==> config.mk <==
export PLATFORM = sky130hd
export DESIGN_NAME = control_frame_deframer_link_watch_top
export DESIGN_NICKNAME = d
export VERILOG_FILES = /design/src/hw/rtl/cfdlw_pkg.sv /design/src/hw/rtl/cfdlw_parser.sv /design/src/hw/rtl/cfdlw_link.sv /design/src/hw/rtl/control_frame_deframer_link_watch_top.sv
export SDC_FILE = /design/constraint.sdc
export NUM_CORES = 1
export LEC_CHECK = 0
export BUFFER_PORTS_ARGS = -buffer_cell sky130_fd_sc_hd__buf_4
export CAP_MARGIN = 10
export CORE_MARGIN = 1
export CORE_UTILIZATION = 50
export CTS_CLUSTER_SIZE = 20
export DETAILED_ROUTE_END_ITERATION = 8
export PLACE_DENSITY = 0.73
export SLEW_MARGIN = 20
export SYNTH_ARGS = -nofsm -noshare
export SYNTH_HDL_FRONTEND = slang
export SYNTH_SLANG_ARGS = --single-unit
==> constraint.sdc <==
create_clock -name aclk -period 12.3 [get_ports aclk]
set_clock_uncertainty 0.05 [all_clocks]
set_input_delay 0.615 -clock aclk [delete_from_list [all_inputs] [get_ports aclk]]
set_output_delay 0.615 -clock aclk [all_outputs]
set_load 0.02 [all_outputs]
==> src/hw/rtl/cfdlw_pkg.sv <==
// shared types and constants of the control frame deframer
`default_nettype none
package cfdlw_pkg;

    localparam int PAYLOAD_BYTES = 13;
    localparam int STORE_DEPTH   = PAYLOAD_BYTES - 1;
    localparam int IDX_W         = $clog2(PAYLOAD_BYTES);

    typedef enum logic [1:0] {
        CMD_BYTE = 2'd0,
        CMD_TICK = 2'd1,
        CMD_EOB  = 2'd2
    } cmd_t;

    typedef enum logic [1:0] {
        LINK_DISC = 2'd0,
        LINK_CONN = 2'd1,
        LINK_ERR  = 2'd2
    } link_mode_t;

    typedef enum logic [1:0] {
        REG_SYNC_FIRST = 2'd0,
        REG_SYNC_SECOND = 2'd1,
        REG_TIMEOUT     = 2'd2
    } reg_index_t;

    localparam logic KIND_FRAME   = 1'b0;
    localparam logic KIND_LINK_ERR = 1'b1;

    // one accepted word as seen by the parser and the link watch
    typedef struct packed {
        logic       en;
        logic [1:0] cmd;
    } step_t;

    typedef struct packed {
        logic good;
        logic len_err;
    } parse_evt_t;

    typedef struct packed {
        logic signed [15:0] speed_x;
        logic signed [15:0] speed_y;
        logic signed [15:0] turn_rate;
        logic signed [15:0] joint_fore_aft;
        logic signed [15:0] joint_lift;
        logic signed [15:0] joint_flip;
        logic               grab_bit;
        logic               estop_bit;
    } frame_cmds_t;

endpackage
`default_nettype wire

==> src/hw/rtl/cfdlw_parser.sv <==
// sync hunt, length check and payload capture
`default_nettype none
module cfdlw_parser
    import cfdlw_pkg::*;
(
    input  wire logic        aclk,
    input  wire logic        aresetn,
    input  wire step_t       step,
    input  wire logic [7:0]  data_byte,
    input  wire logic [7:0]  sync_first,
    input  wire logic [7:0]  sync_second,
    output parse_evt_t       evt,
    output frame_cmds_t      cmds
);

    typedef enum logic [1:0] {
        PH_SYNC1,
        PH_SYNC2,
        PH_LEN,
        PH_DATA
    } phase_t;

    phase_t            phase_reg, phase_next;
    logic [IDX_W-1:0]  idx_reg, idx_next;
    logic              burst_done_reg, burst_done_next;
    logic              store_we;
    logic [7:0]        store_reg [STORE_DEPTH];

    always_comb begin
        phase_next      = phase_reg;
        idx_next        = idx_reg;
        burst_done_next = burst_done_reg;
        evt             = '0;
        store_we        = 1'b0;
        if (step.en) begin
            unique case (step.cmd)
                CMD_BYTE: begin
                    if (!burst_done_reg) begin
                        unique case (phase_reg)
                            PH_SYNC1: begin
                                if (data_byte == sync_first) phase_next = PH_SYNC2;
                            end
                            PH_SYNC2: begin
                                if (data_byte == sync_second) phase_next = PH_LEN;
                                else if (data_byte != sync_first) phase_next = PH_SYNC1;
                            end
                            PH_LEN: begin
                                if (data_byte == 8'(PAYLOAD_BYTES)) begin
                                    phase_next = PH_DATA;
                                    idx_next   = '0;
                                end else begin
                                    evt.len_err = 1'b1;
                                    // rescan from the second sync byte
                                    if (sync_first == sync_second && data_byte == sync_second)
                                        phase_next = PH_LEN;
                                    else if (data_byte == sync_first)
                                        phase_next = PH_SYNC2;
                                    else
                                        phase_next = PH_SYNC1;
                                end
                            end
                            PH_DATA: begin
                                if (idx_reg < IDX_W'(STORE_DEPTH)) begin
                                    store_we = 1'b1;
                                    idx_next = idx_reg + 1'b1;
                                end else begin
                                    evt.good        = 1'b1;
                                    burst_done_next = 1'b1;
                                    phase_next      = PH_SYNC1;
                                    idx_next        = '0;
                                end
                            end
                            default: phase_next = PH_SYNC1;
                        endcase
                    end
                end
                CMD_EOB: begin
                    phase_next      = PH_SYNC1;
                    idx_next        = '0;
                    burst_done_next = 1'b0;
                end
                default: ;
            endcase
        end
    end

    always_ff @(posedge aclk) begin
        if (!aresetn) begin
            phase_reg      <= PH_SYNC1;
            idx_reg        <= '0;
            burst_done_reg <= 1'b0;
        end else begin
            phase_reg      <= phase_next;
            idx_reg        <= idx_next;
            burst_done_reg <= burst_done_next;
        end
    end

    always_ff @(posedge aclk) begin
        if (store_we) store_reg[idx_reg] <= data_byte;
    end

    // big-endian byte pairs, last byte carries the flag bits
    assign cmds.speed_x        = signed'({store_reg[0], store_reg[1]});
    assign cmds.speed_y        = signed'({store_reg[2], store_reg[3]});
    assign cmds.turn_rate      = signed'({store_reg[4], store_reg[5]});
    assign cmds.joint_fore_aft = signed'({store_reg[6], store_reg[7]});
    assign cmds.joint_lift     = signed'({store_reg[8], store_reg[9]});
    assign cmds.joint_flip     = signed'({store_reg[10], store_reg[11]});
    assign cmds.grab_bit       = data_byte[0];
    assign cmds.estop_bit      = data_byte[1];

endmodule
`default_nettype wire

==> src/hw/rtl/cfdlw_link.sv <==
// link state, idle tick watch and event counters
`default_nettype none
module cfdlw_link
    import cfdlw_pkg::*;
(
    input  wire logic        aclk,
    input  wire logic        aresetn,
    input  wire step_t       step,
    input  wire parse_evt_t  evt,
    input  wire logic [15:0] timeout_ticks,
    output logic             timeout_evt,
    output logic [1:0]       link_next,
    output logic [15:0]      good_next,
    output logic [15:0]      bad_next
);

    link_mode_t  link_reg, link_mode_next;
    logic [15:0] idle_reg, idle_next;
    logic [15:0] good_reg, bad_reg;

    always_comb begin
        link_mode_next = link_reg;
        idle_next      = idle_reg;
        good_next      = good_reg;
        bad_next       = bad_reg;
        timeout_evt    = 1'b0;
        if (evt.good) begin
            good_next      = good_reg + 16'd1;
            link_mode_next = LINK_CONN;
            idle_next      = '0;
        end
        if (evt.len_err) bad_next = bad_reg + 16'd1;
        if (step.en && step.cmd == CMD_TICK) begin
            if (idle_reg != 16'hFFFF) idle_next = idle_reg + 16'd1;
            if (link_reg == LINK_CONN && idle_next >= timeout_ticks) begin
                link_mode_next = LINK_ERR;
                bad_next       = bad_reg + 16'd1;
                timeout_evt    = 1'b1;
            end
        end
    end

    assign link_next = link_mode_next;

    always_ff @(posedge aclk) begin
        if (!aresetn) begin
            link_reg <= LINK_DISC;
            idle_reg <= '0;
            good_reg <= '0;
            bad_reg  <= '0;
        end else begin
            link_reg <= link_mode_next;
            idle_reg <= idle_next;
            good_reg <= good_next;
            bad_reg  <= bad_next;
        end
    end

endmodule
`default_nettype wire

==> src/hw/rtl/control_frame_deframer_link_watch_top.sv <==
// Control frame deframer with link watch, top level.
//
// Input channel (s_valid/s_ready): one word per handshake, s_cmd selects a
// received byte (s_data_byte), a one millisecond tick or an end-of-burst mark.
// Result channel (m_valid/m_ready): a decoded frame (kind 0) or a link-error
// event (kind 1), with link state and wrapping good/bad counters.
// Configuration: cfg_wr_en writes cfg_data into register cfg_index
// (0 first sync byte, 1 second sync byte, 2 timeout in ticks) at once.
//
// Throughput is one word per cycle. Each word is handled by a single level of
// state-update logic; the result is in the output register the cycle after
// the word is taken. The output register frees as its result is taken, so
// s_ready stays high while m_ready is high; if the receiver stalls with a
// result waiting, s_ready drops until that result goes.
// Reset (aresetn low, synchronous) clears the hunt, the link to disconnected,
// the counters, the output valid and restores the register defaults.
`default_nettype none
module control_frame_deframer_link_watch_top
    import cfdlw_pkg::*;
(
    input  wire logic               aclk,
    input  wire logic               aresetn,
    input  wire logic               cfg_wr_en,
    input  wire logic [1:0]         cfg_index,
    input  wire logic [15:0]        cfg_data,
    input  wire logic               s_valid,
    output logic                    s_ready,
    input  wire logic [1:0]         s_cmd,
    input  wire logic [7:0]         s_data_byte,
    output logic                    m_valid,
    input  wire logic               m_ready,
    output logic                    m_kind,
    output logic signed [15:0]      m_speed_x,
    output logic signed [15:0]      m_speed_y,
    output logic signed [15:0]      m_turn_rate,
    output logic signed [15:0]      m_joint_fore_aft,
    output logic signed [15:0]      m_joint_lift,
    output logic signed [15:0]      m_joint_flip,
    output logic                    m_grab_bit,
    output logic                    m_estop_bit,
    output logic [1:0]              m_link_state,
    output logic [15:0]             m_good_frames,
    output logic [15:0]             m_bad_events
);

    logic [7:0]   sync_first_reg, sync_second_reg;
    logic [15:0]  timeout_reg;
    step_t        step;
    parse_evt_t   evt;
    frame_cmds_t  cmds;
    logic         timeout_evt;
    logic [1:0]   link_next;
    logic [15:0]  good_next, bad_next;
    logic         m_valid_reg, m_valid_next;
    logic         load;

    logic         kind_reg;
    frame_cmds_t  cmds_reg;
    logic [1:0]   link_state_reg;
    logic [15:0]  good_reg, bad_reg;

    always_ff @(posedge aclk) begin
        if (!aresetn) begin
            sync_first_reg  <= 8'd170;
            sync_second_reg <= 8'd85;
            timeout_reg     <= 16'd100;
        end else if (cfg_wr_en) begin
            unique case (cfg_index)
                REG_SYNC_FIRST:  sync_first_reg  <= cfg_data[7:0];
                REG_SYNC_SECOND: sync_second_reg <= cfg_data[7:0];
                REG_TIMEOUT:     timeout_reg     <= cfg_data;
                default: ;
            endcase
        end
    end

    assign s_ready  = !m_valid_reg || m_ready;
    assign step.en  = s_valid && s_ready;
    assign step.cmd = s_cmd;

    cfdlw_parser u_parser (
        .aclk        (aclk),
        .aresetn     (aresetn),
        .step        (step),
        .data_byte   (s_data_byte),
        .sync_first  (sync_first_reg),
        .sync_second (sync_second_reg),
        .evt         (evt),
        .cmds        (cmds)
    );

    cfdlw_link u_link (
        .aclk          (aclk),
        .aresetn       (aresetn),
        .step          (step),
        .evt           (evt),
        .timeout_ticks (timeout_reg),
        .timeout_evt   (timeout_evt),
        .link_next     (link_next),
        .good_next     (good_next),
        .bad_next      (bad_next)
    );

    assign load = evt.good || timeout_evt;

    always_comb begin
        m_valid_next = m_valid_reg;
        if (load) m_valid_next = 1'b1;
        else if (m_ready) m_valid_next = 1'b0;
    end

    always_ff @(posedge aclk) begin
        if (!aresetn) m_valid_reg <= 1'b0;
        else          m_valid_reg <= m_valid_next;
    end

    always_ff @(posedge aclk) begin
        if (load) begin
            kind_reg       <= timeout_evt ? KIND_LINK_ERR : KIND_FRAME;
            cmds_reg       <= evt.good ? cmds : '0;
            link_state_reg <= link_next;
            good_reg       <= good_next;
            bad_reg        <= bad_next;
        end
    end

    assign m_valid          = m_valid_reg;
    assign m_kind           = kind_reg;
    assign m_speed_x        = cmds_reg.speed_x;
    assign m_speed_y        = cmds_reg.speed_y;
    assign m_turn_rate      = cmds_reg.turn_rate;
    assign m_joint_fore_aft = cmds_reg.joint_fore_aft;
    assign m_joint_lift     = cmds_reg.joint_lift;
    assign m_joint_flip     = cmds_reg.joint_flip;
    assign m_grab_bit       = cmds_reg.grab_bit;
    assign m_estop_bit      = cmds_reg.estop_bit;
    assign m_link_state     = link_state_reg;
    assign m_good_frames    = good_reg;
    assign m_bad_events     = bad_reg;

endmodule
`default_nettype wire

; Word-level counts from Yosys, hierarchy flattened
; Memories as Yosys holds them, arrays and structs flattened. A register that Yosys moved wholly into a read port is not among the register bits.
; Index checks and enable logic that the tools add are counted.
[classes]
order_cmp = 2
n_reduce_logical = 30
n_mux = 47
add_sub_neg = 4
eq_ne = 20
[ops]
columns = operator, n
row1 = 2-to-1 mux 16 bit, 8
row2 = "adder 16 x 1 -> 16 bit, second input constant", 3
row3 = 2-to-1 mux 2 bit, 13
row4 = == test 8 bit, 3
row5 = 2-to-1 mux 1 bit, 18
row6 = >= comparator 16 bit, 1
row7 = "inequality test 16 bit, second input constant", 1
row8 = one-hot mux 4 bit (2 select lines), 2
row9 = logical NOT 1 bit, 13
row10 = 2-to-1 mux 4 bit, 3
row11 = "inequality test 3 x 2 -> 1 bit, second input constant", 3
row12 = "== test 2 x 1 -> 1 bit, second input constant", 4
row13 = "== test 2 bit, second input constant", 4
row14 = "== test 8 x 4 -> 1 bit, second input constant", 1
row15 = inequality test 8 bit, 1
row16 = one-hot mux 2 bit (4 select lines), 1
row17 = AND reduction 2 bit, 4
row18 = logical NOT 2 bit, 3
row19 = AND reduction 6 bit, 1
row20 = AND reduction 5 bit, 1
row21 = "adder 4 x 1 -> 4 bit, second input constant", 1
row22 = logical AND 1 bit, 4
row23 = "< comparator 4 bit, second input constant", 1
row24 = "inequality test 4 x 2 -> 1 bit, second input constant", 1
row25 = 6 further kinds, 8
[word_totals]
ff_bits = 127
wordCells = 121
mem_count = 1
ram_bits = 96
out_inout_bits = 135
[mem_list]
columns = memory, depth, width, rd, rd_ports_with_merged_regs, wr, line_no
row1 = u_parser.store_reg, 12, 8, 12, 12, 1, cfdlw_parser.sv:27  ; logic [7:0] store_reg [STORE_DEPTH];

; Depth between registers and ports, before layout
[depth]
ltp_word = 15
ltp_mapped = 16
mapped_depth_nobuf = 14

; Modules after synthesis
; Synthesis repeated with hierarchy kept, for this count alone.
[unflattened]
hier_cells = 1005
hier_area_um2 = 13052.5
[modules_own_cells]
columns = mod, area_each_um2, seq_area_each_um2, n_inst, cells_per_inst
row1 = control_frame_deframer_link_watch_top, 6037.0, 4654.5, 1, 385
row2 = cfdlw_parser, 3784.9, 3022.9, 1, 212
row3 = cfdlw_link, 3230.6, 1001.0, 1, 408

; Least setup slack after synthesis
; OpenSTA, ideal clock, no wires.
[synth_timing]
kind = in2reg
from = in s_cmd[0]
to = reg bad_reg[0] (netlist: m_bad_events[0]), enable pin
slack_ns = -0.880
arrival_time_ns = 12.318
stages = 12
setup_ns = 0.812
path_cell_list = nor3_1 > and4_1 > clkbuf_1 > nor2_1 > or3_1 > ha_1 > nand4_1 > nor3_1 > a32oi_2 > and2_1 > clkbuf_1 > o21ai_0
[synth_between]
elab_chain_cells = 11
elab_cells_between_ends = 13
[synth_lines]
columns = item, line_no
row1 = start: declaration, control_frame_deframer_link_watch_top.sv:28  ; input wire logic [1:0] s_cmd,
row2 = logical NOT 2 bit, cfdlw_parser.sv:36  ; unique case (step.cmd)
row3 = 2-to-1 mux 2 bit, cfdlw_parser.sv:36
row4 = 2-to-1 mux 2 bit, cfdlw_parser.sv:35  ; if (step.en) begin
row5 = 2-to-1 mux 16 bit, cfdlw_link.sv:27  ; if (evt.good) begin
row6 = 2-to-1 mux 16 bit, cfdlw_link.sv:34  ; if (idle_reg != 16'hFFFF) idle_next = idle_reg + 16'd1;
row7 = 2-to-1 mux 16 bit, cfdlw_link.sv:33  ; if (step.en && step.cmd == CMD_TICK) begin
row8 = >= comparator 16 bit, cfdlw_link.sv:35  ; if (link_reg == LINK_CONN && idle_next >= timeout_ticks) begin
row9 = logical AND 1 bit, cfdlw_link.sv:35
row10 = 2-to-1 mux 1 bit, cfdlw_link.sv:35
row11 = 2-to-1 mux 1 bit, cfdlw_link.sv:33
row12 = logical OR 1 bit *, control_frame_deframer_link_watch_top.sv:104  ; assign load = evt.good || timeout_evt;
row13 = named net load, control_frame_deframer_link_watch_top.sv:55  ; logic load;
row14 = end signal: assignment, control_frame_deframer_link_watch_top.sv:123  ; bad_reg <= bad_next;
row15 = end: declaration, control_frame_deframer_link_watch_top.sv:60  ; logic [15:0] good_reg, bad_reg;
; The timed path passes the listed nets; every way through them passes the cells marked *. The select of a mux whose other input is x is not followed.
; A chain may end at the register's enable or synchronous reset.

; Worst setup path in the final report
[layout_timing]
from = reg u_link.idle_reg[0]
to = reg, netlist name m_speed_y[15]
[layout_between]
elab_chain_cells = 8
elab_cells_between_ends = 10
[layout_lines]
columns = item, line_no
row1 = start: declaration, cfdlw_link.sv:18  ; logic [15:0] idle_reg, idle_next;
row2 = start signal: assignment, cfdlw_link.sv:53  ; idle_reg <= idle_next;
row3 = "adder 16 x 1 -> 16 bit, or another cell as far along", cfdlw_link.sv:34
row4 = 2-to-1 mux 16 bit *, cfdlw_link.sv:34
row5 = 2-to-1 mux 16 bit *, cfdlw_link.sv:33
row6 = >= comparator 16 bit *, cfdlw_link.sv:35
row7 = logical AND 1 bit *, cfdlw_link.sv:35
row8 = 2-to-1 mux 1 bit *, cfdlw_link.sv:35
row9 = 2-to-1 mux 1 bit *, cfdlw_link.sv:33
row10 = logical OR 1 bit *, control_frame_deframer_link_watch_top.sv:104
row11 = named net load, control_frame_deframer_link_watch_top.sv:55
; Marked as above.

==> metrics.txt <==
mean area per synthesized cell 12.61 um^2; Final Setup Violations 0; Tot GR Track Use 19.87%; Pint 1.720 mW; Worst path slowest cell buf_4; simple-gate area share of the yosys netlist 16.91%; setup TNS after final layout 0 ns; Final Wtd Congestion slightly below 0.9; GRT met1 Usage 26.80%; Max Cap Viol 0; largest family of logic cells by synthesized area simple AND/OR/NAND/NOR gates; Critical Path End Type flip-flop; Hold Violations, Final 0; post-synth net total 1089; Core Box Area roughly 25000 um^2; leakage approximately 5.5 nW; commonest non-fill, non-tap cells in the layout edfxtp_1, buf_4, and2_1, nand2_1, dfxtp_1; HPWL Detailed 17410 um; first-pass GRT wire length 41010 um; Net Sw Frac between 20% and 30%; total I/O pin count about 170; diodes inserted 0; Synth Cell Area 13030 um^2; Startpoint Class flip-flop; CTS Buffer Depth 3; synthesized instance count 1033; initial core utilization 51.29%; ANT nets after route 0; Slowest Stage Delay on Critical Path ~0.86 ns; clock share of power 44.0%; min Tclk post-route around 5.4 ns; TritonCTS clock tree done; die height 163.4 um; Max VDD drop 0.1064 mV; Post-Synth Adder-Cell Area 2.209%; cell mode on critical path nor2_1; vias in the first global route a little under 8000; Vias/cell 5.322; Clock Tree Root clkbuf_16; actual slew at the worst max-slew pin 1.026 ns; Critical Path RT 12.37 ns; Worst slew margin a little under a third; post-synthesis xor/xnor area fraction 3.496%; row count 58; synth warn 0; H-tree Lvls 2; critical path, cell by cell ha_1 -> nand3_1 -> nor2_1 -> nand3b_1 -> nor2_1 -> nor2_1 -> mux2i_1 -> ha_1 -> nand4_1 -> nor3_1 -> a32oi_2 -> and2_1 -> o21ai_4 -> buf_4 -> buf_4; reg2reg setup slack 6.87 ns; Sink Count 319; Psw 0.4363 mW; Post CTS Setup Buffer Count 0; WP data arrival 5.50 ns; M3 GR Usage 3.504%; met2 Use GR 32.82%; asr flop ratio synth 0%; Chip Width approximately 160 um; final net count 1255; post-CTS sizing 0; cts bufs inserted 34; Via Count 8276; post-route core utilization 61.56%; layout cells sized above 1 19.92%; # DRC 0; logic gate share of total power roughly 2.6%; drt pass-1 iters 5; Final period util 44.12%; PwrDens 137.9 nW/um^2; drt total wl 26500 um; WS Path Type reg2reg; Overflow after GRT 0; clock slew at reported path FFs roughly 0.060 ns; unrepaired setup endpoints after global routing false; area grow syn2layout 20.03%; crit-path max FO just over 80; Post-synth EDFFs 229; HP Class in2reg; sequential area share after synthesis approximately 67%; Fill cells 1949; initial antenna violation count 0; FMAX 184.3 MHz; Synth Area in Compound Gates 6.253%; number of flip-flops under the largest register name 96; largest net degree at the start of global routing between 100 and 150; outcome completed; Final Max Tran Viols 0; Synth cell types 63; number of DRC markers in iteration 0 479; hold-fix buffer count after cts 0; multiplexer share of the synthesized area 2.344%; die area 26700 um^2; Synth Flop Type edfxtp_1; commonest non-fill, non-tap cell in the layout edfxtp_1; Port-buffer cells approximately 170; GRT busiest layer met2; Skew-Pair Late Insertion Delay 0.51 ns; Seq cells post-synth roughly 320; DR WL/cell 17.04 um; Seq pwr share between 50% and 60%
critical path, delay by kind of cell, from the launching register on:
| family | cells | cell delay [ns] |
|---|---|---|
| buffers and inverters | 2 | 1.43 |
| AND/OR/NAND/NOR | 8 | 1.99 |
| AO/OA/AOI/OAI | 2 | 0.39 |
| adder cells (fa/ha/maj) | 2 | 0.44 |
| multiplexers | 1 | 0.21 |
| flip-flops | 1 | 0.43 |
path summary, 6_finish.rpt:
path                                 start                             end  depth (start not counted)
max          u_link.idle_reg[0]$_SDFF_PN0_     m_speed_y[15]$_SDFFCE_PN0P_                         15
min                            cfg_data[1]  sync_first_reg[1]$_SDFFE_PN1P_                          3
max reg2reg  u_link.idle_reg[0]$_SDFF_PN0_     m_speed_y[15]$_SDFFCE_PN0P_                         15
min reg2reg   timeout_reg[15]$_SDFFE_PN0P_    timeout_reg[15]$_SDFFE_PN0P_                          2
per-layer routing:
metal / part of all wire (%) / vias to the layer above
li1: - / 4055
met1: 44 / 3946
met2: 47 / 236
met3: 6.1 / 39
met4: 2.0 / 0
met5: 0 / -
power groups by stage:
stage	clock network (mW)	logic [mW]	registers, mW
final	0.949	0.0559	1.15
after global placement	0	0.0551	1.17
after detailed placement	0	0.0561	1.17
after floorplan	0	0.0302	1.17
after CTS	0.965	0.0564	1.15
after global routing	1.01	0.0623	1.15
metrics by stage:
step,total power [mW],setup WS [ns],hold WS [ns],cell area [um^2],cells
final,2.156,6.874,0.2986,15640,1555
after global routing,2.221,6.344,0.3018,15640,1555
after global placement,1.229,6.712,0.3952,14580,1493
after CTS,2.172,6.880,0.2871,15640,1555
after floorplan,1.203,2.734,0.3863,13030,1033
after detailed placement,1.230,6.614,0.3973,14580,1493
cell usage after synthesis, drive strengths merged (4+ instances only):
master	number	share of area [%]
and4	6	0.40
buf	9	0.30
mux2i	26	2.0
nand3	36	1.4
nor3b	5	0.33
nand2b	6	0.29
and3	11	0.53
inv	30	0.86
or4	4	0.29
ha	23	2.2
mux2	4	0.35
dfxtp	90	14
nor2b	4	0.19
a21oi	47	1.8
o211ai	7	0.40
a31oi	6	0.29
edfxtp	229	53
clkbuf	34	0.98
and2	131	6.3
nor3	19	0.77
o21ai	24	0.92
nand2	95	2.7
xnor2	27	1.8
nor4	11	0.53
or2	4	0.19
nor2	47	1.4
nand3b	6	0.35
o31ai	6	0.38
o21a	5	0.29
xor2	25	1.7
or3	5	0.24
nand4	15	0.77
area by class of cell:
type	count	area, um^2	share of cell area (%)
Clock buffer	45	922.1	5.898
Clock inverter	17	128.9	0.8243
Inverter	31	116.4	0.7442
Multi-Input combinational cell	640	4078	26.08
Sequential cell	319	8678	55.51
Tap cell	330	412.9	2.641
Timing Repair Buffer	173	1299	8.307
cells by family after synthesis:
group | count (synthesis)
AND/OR/NAND/NOR | 409
flip-flops | 319
AO/OA/AOI/OAI | 126
buffers and inverters | 74
XOR/XNOR | 52
multiplexers | 30
adder cells (fa/ha/maj) | 23
Note: power is estimated with default switching activity, not from simulation.
